File: config.mk
export PLATFORM = sky130hd
export DESIGN_NAME = fat_sector_chain_walker_unit
export DESIGN_NICKNAME = d
export VERILOG_FILES = /design/src/sv/fscw_pkg.sv /design/src/sv/fscw_ram.sv /design/src/sv/fat_sector_chain_walker_unit.sv
export SDC_FILE = /design/constraint.sdc
export NUM_CORES = 2
export LEC_CHECK = 0
export BUFFER_PORTS_ARGS = -buffer_cell sky130_fd_sc_hd__buf_2
export CAP_MARGIN = 10
export CORE_ASPECT_RATIO = 2
export CORE_MARGIN = 1
export CORE_UTILIZATION = 55
export DETAILED_ROUTE_END_ITERATION = 10
export HOLD_SLACK_MARGIN = 0.03
export PLACE_DENSITY_LB_ADDON = 0.08
export SLEW_MARGIN = 20
export SYNTH_ARGS = -nofsm -noshare
export SYNTH_HDL_FRONTEND = slang
export SYNTH_HIERARCHICAL = 1
export SYNTH_SLANG_ARGS = --single-unit
File: constraint.sdc
create_clock -name clock -period 13.8 [get_ports clock]
set_clock_uncertainty 0.1 [all_clocks]
set_input_delay 0 -clock clock [delete_from_list [all_inputs] [get_ports clock]]
set_output_delay 0 -clock clock [all_outputs]
set_load 0.1 [all_outputs]
File: src/sv/fscw_pkg.sv
// ----------------------------------------------------------------------------
// fscw_pkg: shared definitions for the sector chain walker
// Table depths, function codes, status codes, register indexes, sentinels, shift limits and reset values.
// ----------------------------------------------------------------------------
package fscw_pkg;

   // Table depths.
   localparam int FAT_DEPTH_DEFAULT  = 32;
   localparam int MINI_DEPTH_DEFAULT = 32;

   // Request function codes.
   localparam logic [1:0] FUNC_LOAD_FAT  = 2'd0;
   localparam logic [1:0] FUNC_LOAD_MINI = 2'd1;
   localparam logic [1:0] FUNC_READ      = 2'd2;

   // Result status codes.
   localparam logic [2:0] STAT_SECTOR = 3'd0;
   localparam logic [2:0] STAT_DONE   = 3'd1;
   localparam logic [2:0] STAT_INDEX  = 3'd2;
   localparam logic [2:0] STAT_CAP    = 3'd3;
   localparam logic [2:0] STAT_BOUNDS = 3'd4;

   // Configuration register indexes.
   localparam logic [2:0] CSR_SECTOR_SHIFT  = 3'd0;
   localparam logic [2:0] CSR_FILE_LENGTH   = 3'd1;
   localparam logic [2:0] CSR_FAT_ENTRIES   = 3'd2;
   localparam logic [2:0] CSR_MINI_ENTRIES  = 3'd3;
   localparam logic [2:0] CSR_MINI_LENGTH   = 3'd4;
   localparam logic [2:0] CSR_SIZE_SPLIT    = 3'd5;

   // Chain sentinels and fixed sizes.
   localparam logic [31:0] SECT_FREE  = 32'hFFFF_FFFF;
   localparam logic [31:0] SECT_END   = 32'hFFFF_FFFE;
   localparam logic [31:0] HDR_BYTES  = 32'd512;
   localparam logic [31:0] MINI_BYTES = 32'd64;

   // Shift clamp limits.
   localparam logic [3:0] SHIFT_MIN = 4'd9;
   localparam logic [3:0] SHIFT_MAX = 4'd12;

   // Register reset values.
   localparam logic [3:0]  RST_SECTOR_SHIFT = 4'd9;
   localparam logic [31:0] RST_SIZE_SPLIT   = 32'd4096;

endpackage

File: src/sv/fscw_ram.sv
// ----------------------------------------------------------------------------
// fscw_ram: generic single-port-write, single-port-read RAM
// One write and one registered read per cycle; read data holds when idle.
// ----------------------------------------------------------------------------
module fscw_ram #(
   parameter int WIDTH = 32,
   parameter int DEPTH = 32,
   parameter int AW    = (DEPTH > 1) ? $clog2(DEPTH) : 1
) (
   input  logic             clock,
   input  logic             wr_en,
   input  logic [AW-1:0]    wr_addr,
   input  logic [WIDTH-1:0] wr_data,
   input  logic             rd_en,
   input  logic [AW-1:0]    rd_addr,
   output logic [WIDTH-1:0] rd_data
);

   logic [WIDTH-1:0] mem_ff [DEPTH];
   logic [WIDTH-1:0] rd_data_ff;

   always_ff @(posedge clock) begin
      if (wr_en) begin
         mem_ff[wr_addr] <= wr_data;
      end
      if (rd_en) begin
         rd_data_ff <= mem_ff[rd_addr];
      end
   end

   assign rd_data = rd_data_ff;

endmodule

File: src/sv/fat_sector_chain_walker_unit.sv
// ----------------------------------------------------------------------------
// fat_sector_chain_walker_unit: allocation chain walker
// Holds a regular and a mini allocation table and walks a chain from a start
// sector, giving one offset word per sector and a terminal status word.
// ----------------------------------------------------------------------------
// An accepted read moves the sequencer to the walk state; each result word is registered in the output register.
// Throughput: one result word per cycle while rsp_tready stays high, bounded by
// the single registered read port of each table; requests, loads included, are
// only accepted while no walk is in progress.
// Reset: synchronous; clears the sequencer, output valid and the registers to
// their reset values. Table contents are not cleared.
module fat_sector_chain_walker_unit #(
   parameter int FAT_DEPTH  = fscw_pkg::FAT_DEPTH_DEFAULT,
   parameter int MINI_DEPTH = fscw_pkg::MINI_DEPTH_DEFAULT
) (
   input  logic         clock,
   input  logic         reset,
   // Configuration write port.
   input  logic         csr_we,
   input  logic [2:0]   csr_addr,
   input  logic [31:0]  csr_wdata,
   // Request channel.
   input  logic         req_tvalid,
   output logic         req_tready,
   // entry_index[4:0], entry_value[36:5], start_sector[68:37],
   // stream_size[100:69], zero fill [103:101]
   input  logic [103:0] req_tdata,
   // func[1:0]
   input  logic [1:0]   req_tuser,
   // Response channel.
   output logic         rsp_tvalid,
   input  logic         rsp_tready,
   // byte_offset[31:0], chunk_bytes[44:32], pad_bytes[76:45], zero fill [79:77]
   output logic [79:0]  rsp_tdata,
   // from_mini[0], status[3:1]
   output logic [3:0]   rsp_tuser,
   output logic         rsp_tlast
);

   localparam int FAT_AW  = (FAT_DEPTH > 1) ? $clog2(FAT_DEPTH) : 1;
   localparam int MINI_AW = (MINI_DEPTH > 1) ? $clog2(MINI_DEPTH) : 1;

   localparam logic ST_IDLE = 1'b0;
   localparam logic ST_WALK = 1'b1;

   // Request fields.
   logic [1:0]  req_func;
   logic [4:0]  req_index;
   logic [31:0] req_value;
   logic [31:0] req_start;
   logic [31:0] req_size;
   logic        req_fire;

   assign req_func  = req_tuser;
   assign req_index = req_tdata[4:0];
   assign req_value = req_tdata[36:5];
   assign req_start = req_tdata[68:37];
   assign req_size  = req_tdata[100:69];
   assign req_fire  = req_tvalid && req_tready;

   // Configuration registers.
   logic [3:0]  sector_shift_ff;
   logic [31:0] file_length_ff;
   logic [5:0]  fat_entries_ff;
   logic [5:0]  mini_entries_ff;
   logic [31:0] mini_length_ff;
   logic [31:0] size_split_ff;

   always_ff @(posedge clock) begin
      if (reset) begin
         sector_shift_ff <= fscw_pkg::RST_SECTOR_SHIFT;
         file_length_ff  <= '0;
         fat_entries_ff  <= '0;
         mini_entries_ff <= '0;
         mini_length_ff  <= '0;
         size_split_ff   <= fscw_pkg::RST_SIZE_SPLIT;
      end else if (csr_we) begin
         case (csr_addr)
            fscw_pkg::CSR_SECTOR_SHIFT: sector_shift_ff <= csr_wdata[3:0];
            fscw_pkg::CSR_FILE_LENGTH:  file_length_ff  <= csr_wdata;
            fscw_pkg::CSR_FAT_ENTRIES:  fat_entries_ff  <= csr_wdata[5:0];
            fscw_pkg::CSR_MINI_ENTRIES: mini_entries_ff <= csr_wdata[5:0];
            fscw_pkg::CSR_MINI_LENGTH:  mini_length_ff  <= csr_wdata;
            fscw_pkg::CSR_SIZE_SPLIT:   size_split_ff   <= csr_wdata;
            default: ;
         endcase
      end
   end

   // Sequencer and walk state.
   logic        state_ff, state_in;
   logic [31:0] cur_sector_ff, cur_sector_in;
   logic        from_ram_ff, from_ram_in;
   logic        mini_ff, mini_in;
   logic [6:0]  step_ff, step_in;
   logic [31:0] remain_ff, remain_in;

   // Output register.
   logic        out_valid_ff, out_valid_in;
   logic [31:0] out_offset_ff, out_offset_in;
   logic [12:0] out_chunk_ff, out_chunk_in;
   logic [31:0] out_pad_ff, out_pad_in;
   logic        out_mini_ff, out_mini_in;
   logic [2:0]  out_status_ff, out_status_in;
   logic        out_last_ff, out_last_in;

   // Table ports.
   logic [5:0]          wr_index;
   logic                fat_wr_en, mini_wr_en;
   logic                fat_rd_en, mini_rd_en;
   logic [31:0]         fat_rd_data, mini_rd_data;

   assign wr_index   = {1'b0, req_index};
   assign fat_wr_en  = req_fire && (req_func == fscw_pkg::FUNC_LOAD_FAT)
                       && ({1'b0, wr_index} < 7'(FAT_DEPTH));
   assign mini_wr_en = req_fire && (req_func == fscw_pkg::FUNC_LOAD_MINI)
                       && ({1'b0, wr_index} < 7'(MINI_DEPTH));

   // Step datapath.
   logic        out_free;
   logic        advance;
   logic [31:0] sect;
   logic [5:0]  count;
   logic [3:0]  shift;
   logic [12:0] ssize;
   logic [31:0] reg_off;
   logic [31:0] reg_end;
   logic [31:0] mini_off;
   logic [31:0] mini_end;
   logic [6:0]  mini_n;
   logic [6:0]  step_inc;
   logic        term_end;
   logic        idx_fault;
   logic        cap_fault;
   logic        bound_fault;

   assign out_free = !out_valid_ff || rsp_tready;
   assign advance  = (state_ff == ST_WALK) && out_free;

   always_comb begin
      if (from_ram_ff) begin
         sect = mini_ff ? mini_rd_data : fat_rd_data;
      end else begin
         sect = cur_sector_ff;
      end

      if (mini_ff) begin
         count = (mini_entries_ff > 6'(MINI_DEPTH)) ? 6'(MINI_DEPTH) : mini_entries_ff;
      end else begin
         count = (fat_entries_ff > 6'(FAT_DEPTH)) ? 6'(FAT_DEPTH) : fat_entries_ff;
      end

      if (sector_shift_ff < fscw_pkg::SHIFT_MIN) begin
         shift = fscw_pkg::SHIFT_MIN;
      end else if (sector_shift_ff > fscw_pkg::SHIFT_MAX) begin
         shift = fscw_pkg::SHIFT_MAX;
      end else begin
         shift = sector_shift_ff;
      end
      ssize = 13'd1 << shift;

      // Offsets are only used once the sector is known to be below the
      // entry count, so six sector bits cover them.
      reg_off  = fscw_pkg::HDR_BYTES + (32'(sect[5:0]) << shift);
      reg_end  = reg_off + 32'(ssize);
      mini_off = {20'd0, sect[5:0], 6'd0};
      mini_end = mini_off + fscw_pkg::MINI_BYTES;
      mini_n   = (remain_ff > fscw_pkg::MINI_BYTES) ? 7'd64 : remain_ff[6:0];
      step_inc = step_ff + 7'd1;

      term_end    = (sect == fscw_pkg::SECT_END) || (sect == fscw_pkg::SECT_FREE)
                    || (mini_ff && (remain_ff == '0));
      idx_fault   = sect >= {26'd0, count};
      cap_fault   = step_inc > ({1'b0, count} + 7'd1);
      bound_fault = mini_ff ? (mini_end > mini_length_ff) : (reg_end > file_length_ff);
   end

   always_comb begin
      state_in      = state_ff;
      cur_sector_in = cur_sector_ff;
      from_ram_in   = from_ram_ff;
      mini_in       = mini_ff;
      step_in       = step_ff;
      remain_in     = remain_ff;
      fat_rd_en     = 1'b0;
      mini_rd_en    = 1'b0;

      out_valid_in  = out_valid_ff && !rsp_tready;
      out_offset_in = out_offset_ff;
      out_chunk_in  = out_chunk_ff;
      out_pad_in    = out_pad_ff;
      out_mini_in   = out_mini_ff;
      out_status_in = out_status_ff;
      out_last_in   = out_last_ff;

      case (state_ff)
         ST_IDLE: begin
            if (req_fire && (req_func == fscw_pkg::FUNC_READ)) begin
               state_in      = ST_WALK;
               cur_sector_in = req_start;
               from_ram_in   = 1'b0;
               mini_in       = req_size < size_split_ff;
               step_in       = '0;
               remain_in     = req_size;
            end
         end
         ST_WALK: begin
            if (advance) begin
               out_valid_in  = 1'b1;
               out_mini_in   = mini_ff;
               out_offset_in = '0;
               out_chunk_in  = '0;
               out_pad_in    = '0;
               out_last_in   = 1'b1;
               if (term_end) begin
                  out_status_in = fscw_pkg::STAT_DONE;
                  out_pad_in    = mini_ff ? remain_ff : '0;
               end else if (idx_fault) begin
                  out_status_in = fscw_pkg::STAT_INDEX;
               end else if (cap_fault) begin
                  out_status_in = fscw_pkg::STAT_CAP;
               end else if (bound_fault) begin
                  out_status_in = fscw_pkg::STAT_BOUNDS;
               end else begin
                  // Valid sector: emit it and fetch the next link.
                  out_status_in = fscw_pkg::STAT_SECTOR;
                  out_last_in   = 1'b0;
                  out_offset_in = mini_ff ? mini_off : reg_off;
                  out_chunk_in  = mini_ff ? {6'd0, mini_n} : ssize;
                  step_in       = step_inc;
                  remain_in     = remain_ff - {25'd0, mini_n};
                  from_ram_in   = 1'b1;
                  fat_rd_en     = !mini_ff;
                  mini_rd_en    = mini_ff;
               end
               if (out_last_in) begin
                  state_in = ST_IDLE;
               end
            end
         end
         default: state_in = ST_IDLE;
      endcase
   end

   always_ff @(posedge clock) begin
      if (reset) begin
         state_ff      <= ST_IDLE;
         cur_sector_ff <= '0;
         out_valid_ff  <= 1'b0;
         from_ram_ff   <= 1'b0;
         mini_ff       <= 1'b0;
         step_ff       <= '0;
         remain_ff     <= '0;
      end else begin
         state_ff      <= state_in;
         cur_sector_ff <= cur_sector_in;
         out_valid_ff  <= out_valid_in;
         from_ram_ff   <= from_ram_in;
         mini_ff       <= mini_in;
         step_ff       <= step_in;
         remain_ff     <= remain_in;
      end
   end

   always_ff @(posedge clock) begin
      out_offset_ff <= out_offset_in;
      out_chunk_ff  <= out_chunk_in;
      out_pad_ff    <= out_pad_in;
      out_mini_ff   <= out_mini_in;
      out_status_ff <= out_status_in;
      out_last_ff   <= out_last_in;
   end

   fscw_ram #(
      .WIDTH (32),
      .DEPTH (FAT_DEPTH),
      .AW    (FAT_AW)
   ) u_fat_ram (
      .clock   (clock),
      .wr_en   (fat_wr_en),
      .wr_addr (wr_index[FAT_AW-1:0]),
      .wr_data (req_value),
      .rd_en   (fat_rd_en),
      .rd_addr (sect[FAT_AW-1:0]),
      .rd_data (fat_rd_data)
   );

   fscw_ram #(
      .WIDTH (32),
      .DEPTH (MINI_DEPTH),
      .AW    (MINI_AW)
   ) u_mini_ram (
      .clock   (clock),
      .wr_en   (mini_wr_en),
      .wr_addr (wr_index[MINI_AW-1:0]),
      .wr_data (req_value),
      .rd_en   (mini_rd_en),
      .rd_addr (sect[MINI_AW-1:0]),
      .rd_data (mini_rd_data)
   );

   assign req_tready = (state_ff == ST_IDLE);
   assign rsp_tvalid = out_valid_ff;
   assign rsp_tdata  = {3'd0, out_pad_ff, out_chunk_ff, out_offset_ff};
   assign rsp_tuser  = {out_status_ff, out_mini_ff};
   assign rsp_tlast  = out_last_ff;

`ifndef NO_ASSERTIONS
   // A read request always starts a walk on the next cycle.
   a_read_starts: assert property (@(posedge clock) disable iff (reset)
      (req_fire && (req_func == fscw_pkg::FUNC_READ)) |=> (state_ff == ST_WALK))
      else $error("read request did not start a walk");

   // Loading a terminal word ends the walk.
   a_last_ends: assert property (@(posedge clock) disable iff (reset)
      (advance && out_last_in) |=> (state_ff == ST_IDLE))
      else $error("walk continued after terminal word");

   // The step counter never passes the cap during a walk.
   a_step_cap: assert property (@(posedge clock) disable iff (reset)
      (state_ff == ST_WALK) |-> (step_ff <= ({1'b0, count} + 7'd1)))
      else $error("step counter beyond cap");

   // A terminal word carries no offset and no chunk.
   a_last_empty: assert property (@(posedge clock) disable iff (reset)
      (out_valid_ff && out_last_ff) |-> ((out_offset_ff == '0) && (out_chunk_ff == '0)))
      else $error("terminal word has offset or chunk");
`endif

endmodule
# Word-level counts from Yosys, hierarchy flattened
# Memories as Yosys holds them, arrays and structs flattened. A register that Yosys moved wholly into a read port is not among the register bits.
# Cells that the tools add are included.
[word_totals] ff_bits=269 ram_bits=2048 inputBits=146 out_inout_bits=87 elab_cells=153 memories=2
[op_classes] add_sub_neg=6 n_lt_le_gt_ge=11 n_eq_ne=15 shifts=2 muxes=63 bitwise_logic=1 n_reduce_logical=31
[mem_list] memory="u_fat_ram.mem_ff" words=32 word_bits=32 read_ports=1 rd_clocked_by_memory_dff=1 wr=1 line_no="fscw_ram.sv:19" text="logic [WIDTH-1:0] mem_ff [DEPTH];"
[mem_list] memory="u_mini_ram.mem_ff" words=32 word_bits=32 read_ports=1 rd_clocked_by_memory_dff=1 wr=1 line_no="fscw_ram.sv:19"
[ops] operator="$mux 32" count=8
[ops] operator="$eq 32x32->1 const B" count=2
[ops] operator="$pmux 32 s2" count=1
[ops] operator="$mux 7" count=8
[ops] operator="$mux 1" count=34
[ops] operator="$add 10x32->32 const A" count=1
[ops] operator="$add 32x13->32" count=1
[ops] operator="$ge 32x6->1" count=1
[ops] operator="$gt 13x32->1" count=1
[ops] operator="$gt 32x32->1" count=1
[ops] operator="$gt 32x7->1 const B" count=1
[ops] operator="$logic_not 32->1" count=1
[ops] operator="$lt 32x32->1" count=1
[ops] operator="$shl 6x4->32" count=1
[ops] operator="$sub 32x7->32" count=1
[ops] operator="$mux 6" count=3
[ops] operator="$reduce_and 2->1" count=9
[ops] operator="$pmux 7 s2" count=1
[ops] operator="$add 12x7->13 const B" count=1
[ops] operator="$shl 1x4->13 const A" count=1
[ops] operator="$gt 6x6->1 const B" count=2
[ops] operator="$mux 12" count=1
[ops] operator="$logic_and 1x1->1" count=9
[ops] operator="$mux 4" count=2
[ops] operator="other kinds (25)" count=37

# Longest topological paths before layout
[logic_depth] depth_word=17 ltp_mapped=29 mapped_depth_nobuf=24

# By module
# Netlist, hierarchy kept.
[by_module_without_submodules] mod="fscw_ram (u_fat_ram)" n_inst=1 cells_each=2260 area_each_um2=40810.4 seq_area_each_um2=31710.4
[by_module_without_submodules] mod="fscw_ram (u_mini_ram)" n_inst=1 cells_each=2260 area_each_um2=40805.4 seq_area_each_um2=31710.4
[by_module_without_submodules] mod="fat_sector_chain_walker_unit" n_inst=1 cells_each=1642 area_each_um2=14248.7 seq_area_each_um2=5905.7

# Least setup slack after synthesis
# OpenSTA, ideal clock, no wires.
[synth_timing] kind="reg2reg" from="register mini_ff" to="register u_fat_ram.rd_data_ff[0], in the netlist u_fat_ram/rd_data[0] (read register of u_fat_ram.mem_ff) (enable)" setup_ps=461 arrival_ps=6953 required_ps=13239 setup_slack_ps=6285 stages_incl_launch_ff=24 path_buffers=3 synth_period_minus_slack_ps=7515 path_cell_list="dfxtp_1 -> buf_6 -> buf_6 -> buf_2 -> mux2_1 -> mux4_2 -> and2_1 -> ha_1 -> xnor2_1 -> ha_1 -> a21oi_1 -> o21ai_0 -> a21o_1 -> and2_1 -> o21ai_1 -> xor2_1 -> ha_1 -> or2_2 -> a21oi_1 -> a21oi_1 -> a311o_1 -> a21oi_1 -> nor2_1 -> nor3_1"
[synth_between] elab_chain_cells=13 elab_cells_between_ends=25 cone_classes="add/sub (4); order compare (4); eq/ne (2); shift (1); mux (10); reduce/logical (4)"
[synth_rtl] item="start: declaration" line_no="fat_sector_chain_walker_unit.sv:94" text="logic mini_ff, mini_in;"
[synth_rtl] item="start signal: assignment" line_no="fat_sector_chain_walker_unit.sv:259" text="mini_ff <= mini_in;"
[synth_rtl] item="$mux 32" line_no="fat_sector_chain_walker_unit.sv:142" text="sect = mini_ff ? mini_rd_data : fat_rd_data;"
[synth_rtl] item="$mux 32" line_no="fat_sector_chain_walker_unit.sv:141" text="if (from_ram_ff) begin"
[synth_rtl] item="$shl 6x4->32" line_no="fat_sector_chain_walker_unit.sv:164" text="reg_off = fscw_pkg::HDR_BYTES + (32'(sect[5:0]) << shift);"
[synth_rtl] item="$add 10x32->32" line_no="fat_sector_chain_walker_unit.sv:164"
[synth_rtl] item="$add 32x13->32" line_no="fat_sector_chain_walker_unit.sv:165" text="reg_end = reg_off + 32'(ssize);"
[synth_rtl] item="$gt 32x32->1" line_no="fat_sector_chain_walker_unit.sv:175" text="bound_fault = mini_ff ? (mini_end > mini_length_ff) : (reg_end > file_length_ff);"
[synth_rtl] item="$mux 1" line_no="fat_sector_chain_walker_unit.sv:175"
[synth_rtl] item="$mux 1" line_no="fat_sector_chain_walker_unit.sv:222" text="end else if (bound_fault) begin"
[synth_rtl] item="$mux 1" line_no="fat_sector_chain_walker_unit.sv:220" text="end else if (cap_fault) begin"
[synth_rtl] item="$mux 1" line_no="fat_sector_chain_walker_unit.sv:218" text="end else if (idx_fault) begin"
[synth_rtl] item="$mux 1 (*)" line_no="fat_sector_chain_walker_unit.sv:215" text="if (term_end) begin"
[synth_rtl] item="$mux 1 (*)" line_no="fat_sector_chain_walker_unit.sv:208" text="if (advance) begin"
[synth_rtl] item="$mux 1 (*)" line_no="fat_sector_chain_walker_unit.sv:196" text="case (state_ff)"
[synth_rtl] item="net fat_rd_en" line_no="fat_sector_chain_walker_unit.sv:110" text="logic fat_rd_en, mini_rd_en;"
[synth_rtl] item="end: declaration" line_no="fscw_ram.sv:20" text="logic [WIDTH-1:0] rd_data_ff;"
# Mark *: on every way through the listed nets, which the timed path passes. The rest lies on a longest branch.
# A chain may end at the register's enable or synchronous reset.

# Worst setup path after layout
[layout_timing] from="register mini_ff" to="register remain_ff[26]"
[layout_between] elab_chain_cells=9 elab_cells_between_ends=23 cone_classes="add/sub (4); order compare (4); eq/ne (6); shift (1); mux (4); reduce/logical (4)"
[layout_rtl] item="$mux 32" line_no="fat_sector_chain_walker_unit.sv:142"
[layout_rtl] item="$mux 32" line_no="fat_sector_chain_walker_unit.sv:141"
[layout_rtl] item="$shl 6x4->32" line_no="fat_sector_chain_walker_unit.sv:164"
[layout_rtl] item="$add 10x32->32" line_no="fat_sector_chain_walker_unit.sv:164"
[layout_rtl] item="$add 32x13->32" line_no="fat_sector_chain_walker_unit.sv:165"
[layout_rtl] item="$gt 32x32->1" line_no="fat_sector_chain_walker_unit.sv:175"
[layout_rtl] item="$mux 1" line_no="fat_sector_chain_walker_unit.sv:175"
[layout_rtl] item="$ne 2x2->1 (no line)"
[layout_rtl] item="$reduce_and 6->1 (no line) (*)"
[layout_rtl] item="end signal: assignment" line_no="fat_sector_chain_walker_unit.sv:261" text="remain_ff <= remain_in;"
[layout_rtl] item="end: declaration" line_no="fat_sector_chain_walker_unit.sv:96" text="logic [31:0] remain_ff, remain_in;"
# Mark *: on every way between the ends. The rest lies on a longest branch, timed or not.

==> results.json <==
{
  "cts_tree": "done",
  "report.final.setup_viol": 0,
  "yosys_register_bits": 2371,
  "ant_nets": 0,
  "end_kind": "flop",
  "final_max_slew_viol_count": 0,
  "synth_warnings": 6,
  "arrival_ps": 9410,
  "cp_num_buf_inv": 3,
  "clockBufferDepth": 4,
  "htreeDepth": 4,
  "max_stage_delay_ps": 790,
  "worstSetupStartpoint": "mini_ff",
  "r2r_end": "remain_ff[26]",
  "gr-total-overflow": 0,
  "r2r_slack_ps": 5080,
  "vias": 56700,
  "fin_ws_ps": 5080,
  "grt_max_degree": 134,
  "rows": 216,
  "crit_fanout": 28,
  "path_clk_slew_ps": 70,
  "drt_iter0_markers": 4846,
  "final_cell_mix": "2184 x edfxtp_1, 1074 x mux2i_1, 520 x nand2_1, 374 x a21oi_1, 306 x dlygate4sd3_1",
  "p_per_area_nw_per_um2": 131,
  "hp-class": "input pin to flop",
  "dp_hpwl_um": 166000,
  "worstReg2RegStart": "mini_ff",
  "timing.slew.headroom_pct": 15.4,
  "yosysSeqAreaShare_pct": 72.3,
  "crit_path_top_delay_cell": "a21oi_4",
  "grt_pass1_vias": 56700,
  "fin_tns_setup_ps": 0,
  "dr.pass1.iters": 5,
  "cp.depth": 25,
  "cts.sinks": 2371,
  "required_ps": 14480,
  "hold_path_depth": 3,
  "vias_per_cell": 6.16,
  "fin_crit_ps": 8720,
  "finalHoldViolCount": 0,
  "cts_root_buf": "clkbuf_16",
  "place_congestion": 1.03,
  "start_util_pct": 55.4,
  "synthFlopType": "edfxtp_1",
  "layout_commonest_cell": "edfxtp_1",
  "cts_setup_buffers": 0,
  "ff2ff_path_depth": 25,
  "die_area_um2": 176000,
  "core_um2": 173000,
  "async_flop_share_pct": 0,
  "min_from": "req_tdata[1]",
  "syn-cell-area_um2": 95900,
  "insertion_delay_ps": 860,
  "syn_inst": 6162,
  "nets": 6986,
  "io_buffers": 216,
  "worstSetupPathType": "flop to flop",
  "grt_usage_pct": 31.6,
  "hold_end": "u_mini_ram/mem_ff[4][20]",
  "place_ws_ps": 6350,
  "syn_avg_cell_area_um2": 15.6,
  "drive_above_1_share_pct": 11.3,
  "num_io_pins": 233,
  "report.power.total_mw": 14.3,
  "routed_wl_um": 279000,
  "cap_violations": 0,
  "vdd_ir_drop_max_v": 0.000123,
  "grt_pass1_wl_um": 395000,
  "fp.dieH_um": 592,
  "antenna_found_initial": 43,
  "rsz0062_at_grt": "false",
  "synthToLayoutAreaGrowth_pct": 14.0,
  "fin_crit_sh_pct": 63.2,
  "routedWlPerCell_um": 30.4,
  "power_leakage_nw": 34.4,
  "status": "complete, no violations",
  "tightest_slew_ps": 1260,
  "drc": 0,
  "path_delay_family": "compound AO/OA/AOI/OAI gates",
  "fmax_mhz": 115,
  "fin_util_pct": 63.2,
  "critPathLaunchType": "flop",
  "die_w_um": 297,
  "yosysUniqueCellTypes": 84,
  "cts_inserted_buffers": 203,
  "synth_edf_count": 2184
}
layer usage:
layer	track usage, %	routed length, um
met4	22.8	22900
met3	5.61	16200
met5	0	185
met2	57.1	147000
met1	32.9	93200
logic make-up (layout without fill, tap and decap cells):
family | Yosys count | in the layout | share of synthesized area, %
flip-flops | 2371 | 2371 | 72.3
AO/OA/AOI/OAI | 928 | 928 | 6.36
XOR/XNOR | 31 | 31 | 0.283
buffers and inverters | 444 | 1132 | 2.46
AND/OR/NAND/NOR | 1185 | 1185 | 5.70
adder cells (fa/ha/maj) | 95 | 95 | 1.25
multiplexers | 1106 | 1106 | 11.6
other | 2 | 65 | 0.00783
tightest hold or removal path, delay by kind of cell:
kind	cells	cell delay, ps
buf+inv	1	200
simple gates	2	650
Yosys cell counts, types with 24 or more instances:
cell         n  area share [%]
a31oi_1     78            0.51
inv_1       90            0.35
nand2_1    520             2.0
nand3_1    220             1.1
xnor2_1     24            0.22
and3_1      39            0.25
nand4_1     29            0.19
a22oi_1    206             1.6
dfxtp_1    187             3.9
buf_4       83            0.65
mux2i_1   1074              11
ha_1        94             1.2
o21ai_0     32            0.17
nor2_1     145            0.57
clkbuf_1   151            0.59
nor3_1     107            0.56
a21oi_1    375             2.0
buf_6       39            0.46
buf_2       61            0.32
a22o_1     131             1.2
edfxtp_1  2184              68
worst max-delay path by stage:
stage / endpoint
floorplan: u_fat_ram/rd_data[0]
global placement: remain_ff[9]
detailed placement: remain_ff[9]
CTS: remain_ff[28]
global route: remain_ff[26]
finish: remain_ff[26]
report_power, final:
part	internal (mW)	switching [mW]	leakage, nW
registers	7.87	0.0194	21.1
clock network	3.02	2.52	3.05
logic	0.270	0.598	10.2
area by class of cell:
type | count | area, um2
Fill cell | 12700 | 63700
Tap cell | 2289 | 2860
Antenna cell | 14 | 35.0
Clock inverter | 103 | 861
Timing Repair Buffer | 682 | 5460
Sequential cell | 2371 | 69300
Multi-Input combinational cell | 3396 | 25000
Inverter | 91 | 349
Clock buffer | 256 | 5390
flip-flops by register name (all words and copies together) (netlist names), 3 cells and up:
| register | flops |
|---|---|
| mini_entries_ff | 6 |
| remain_ff | 32 |
| out_offset_ff | 22 |
| size_split_ff | 32 |
| cur_sector_ff | 32 |
| u_mini_ram/rd_data | 32 |
| step_ff | 7 |
| u_mini_ram/mem_ff | 1024 |
| sector_shift_ff | 4 |
| fat_entries_ff | 6 |
| out_pad_ff | 32 |
| out_chunk_ff | 13 |
| out_status_ff | 3 |
| u_fat_ram/rd_data | 32 |
| file_length_ff | 32 |
| u_fat_ram/mem_ff | 1024 |
| mini_length_ff | 32 |
timing repair:
action                                  CTS  global route
hold buffers                            308             0
endpoints found under the hold margin  2401             0
resized for setup                         0             0
stage by stage:
stage	hold WS (ps)	area, um2	instances
6_report	99.7	109000	9202
2_1_floorplan	-1.13	96000	6211
3_5_place_dp	155	99800	8519
3_3_place_gp	148	99800	8519
4_1_cts	44.8	109000	9186
5_1_grt	91.1	109000	9196
Power figures use the tool's default switching activity.
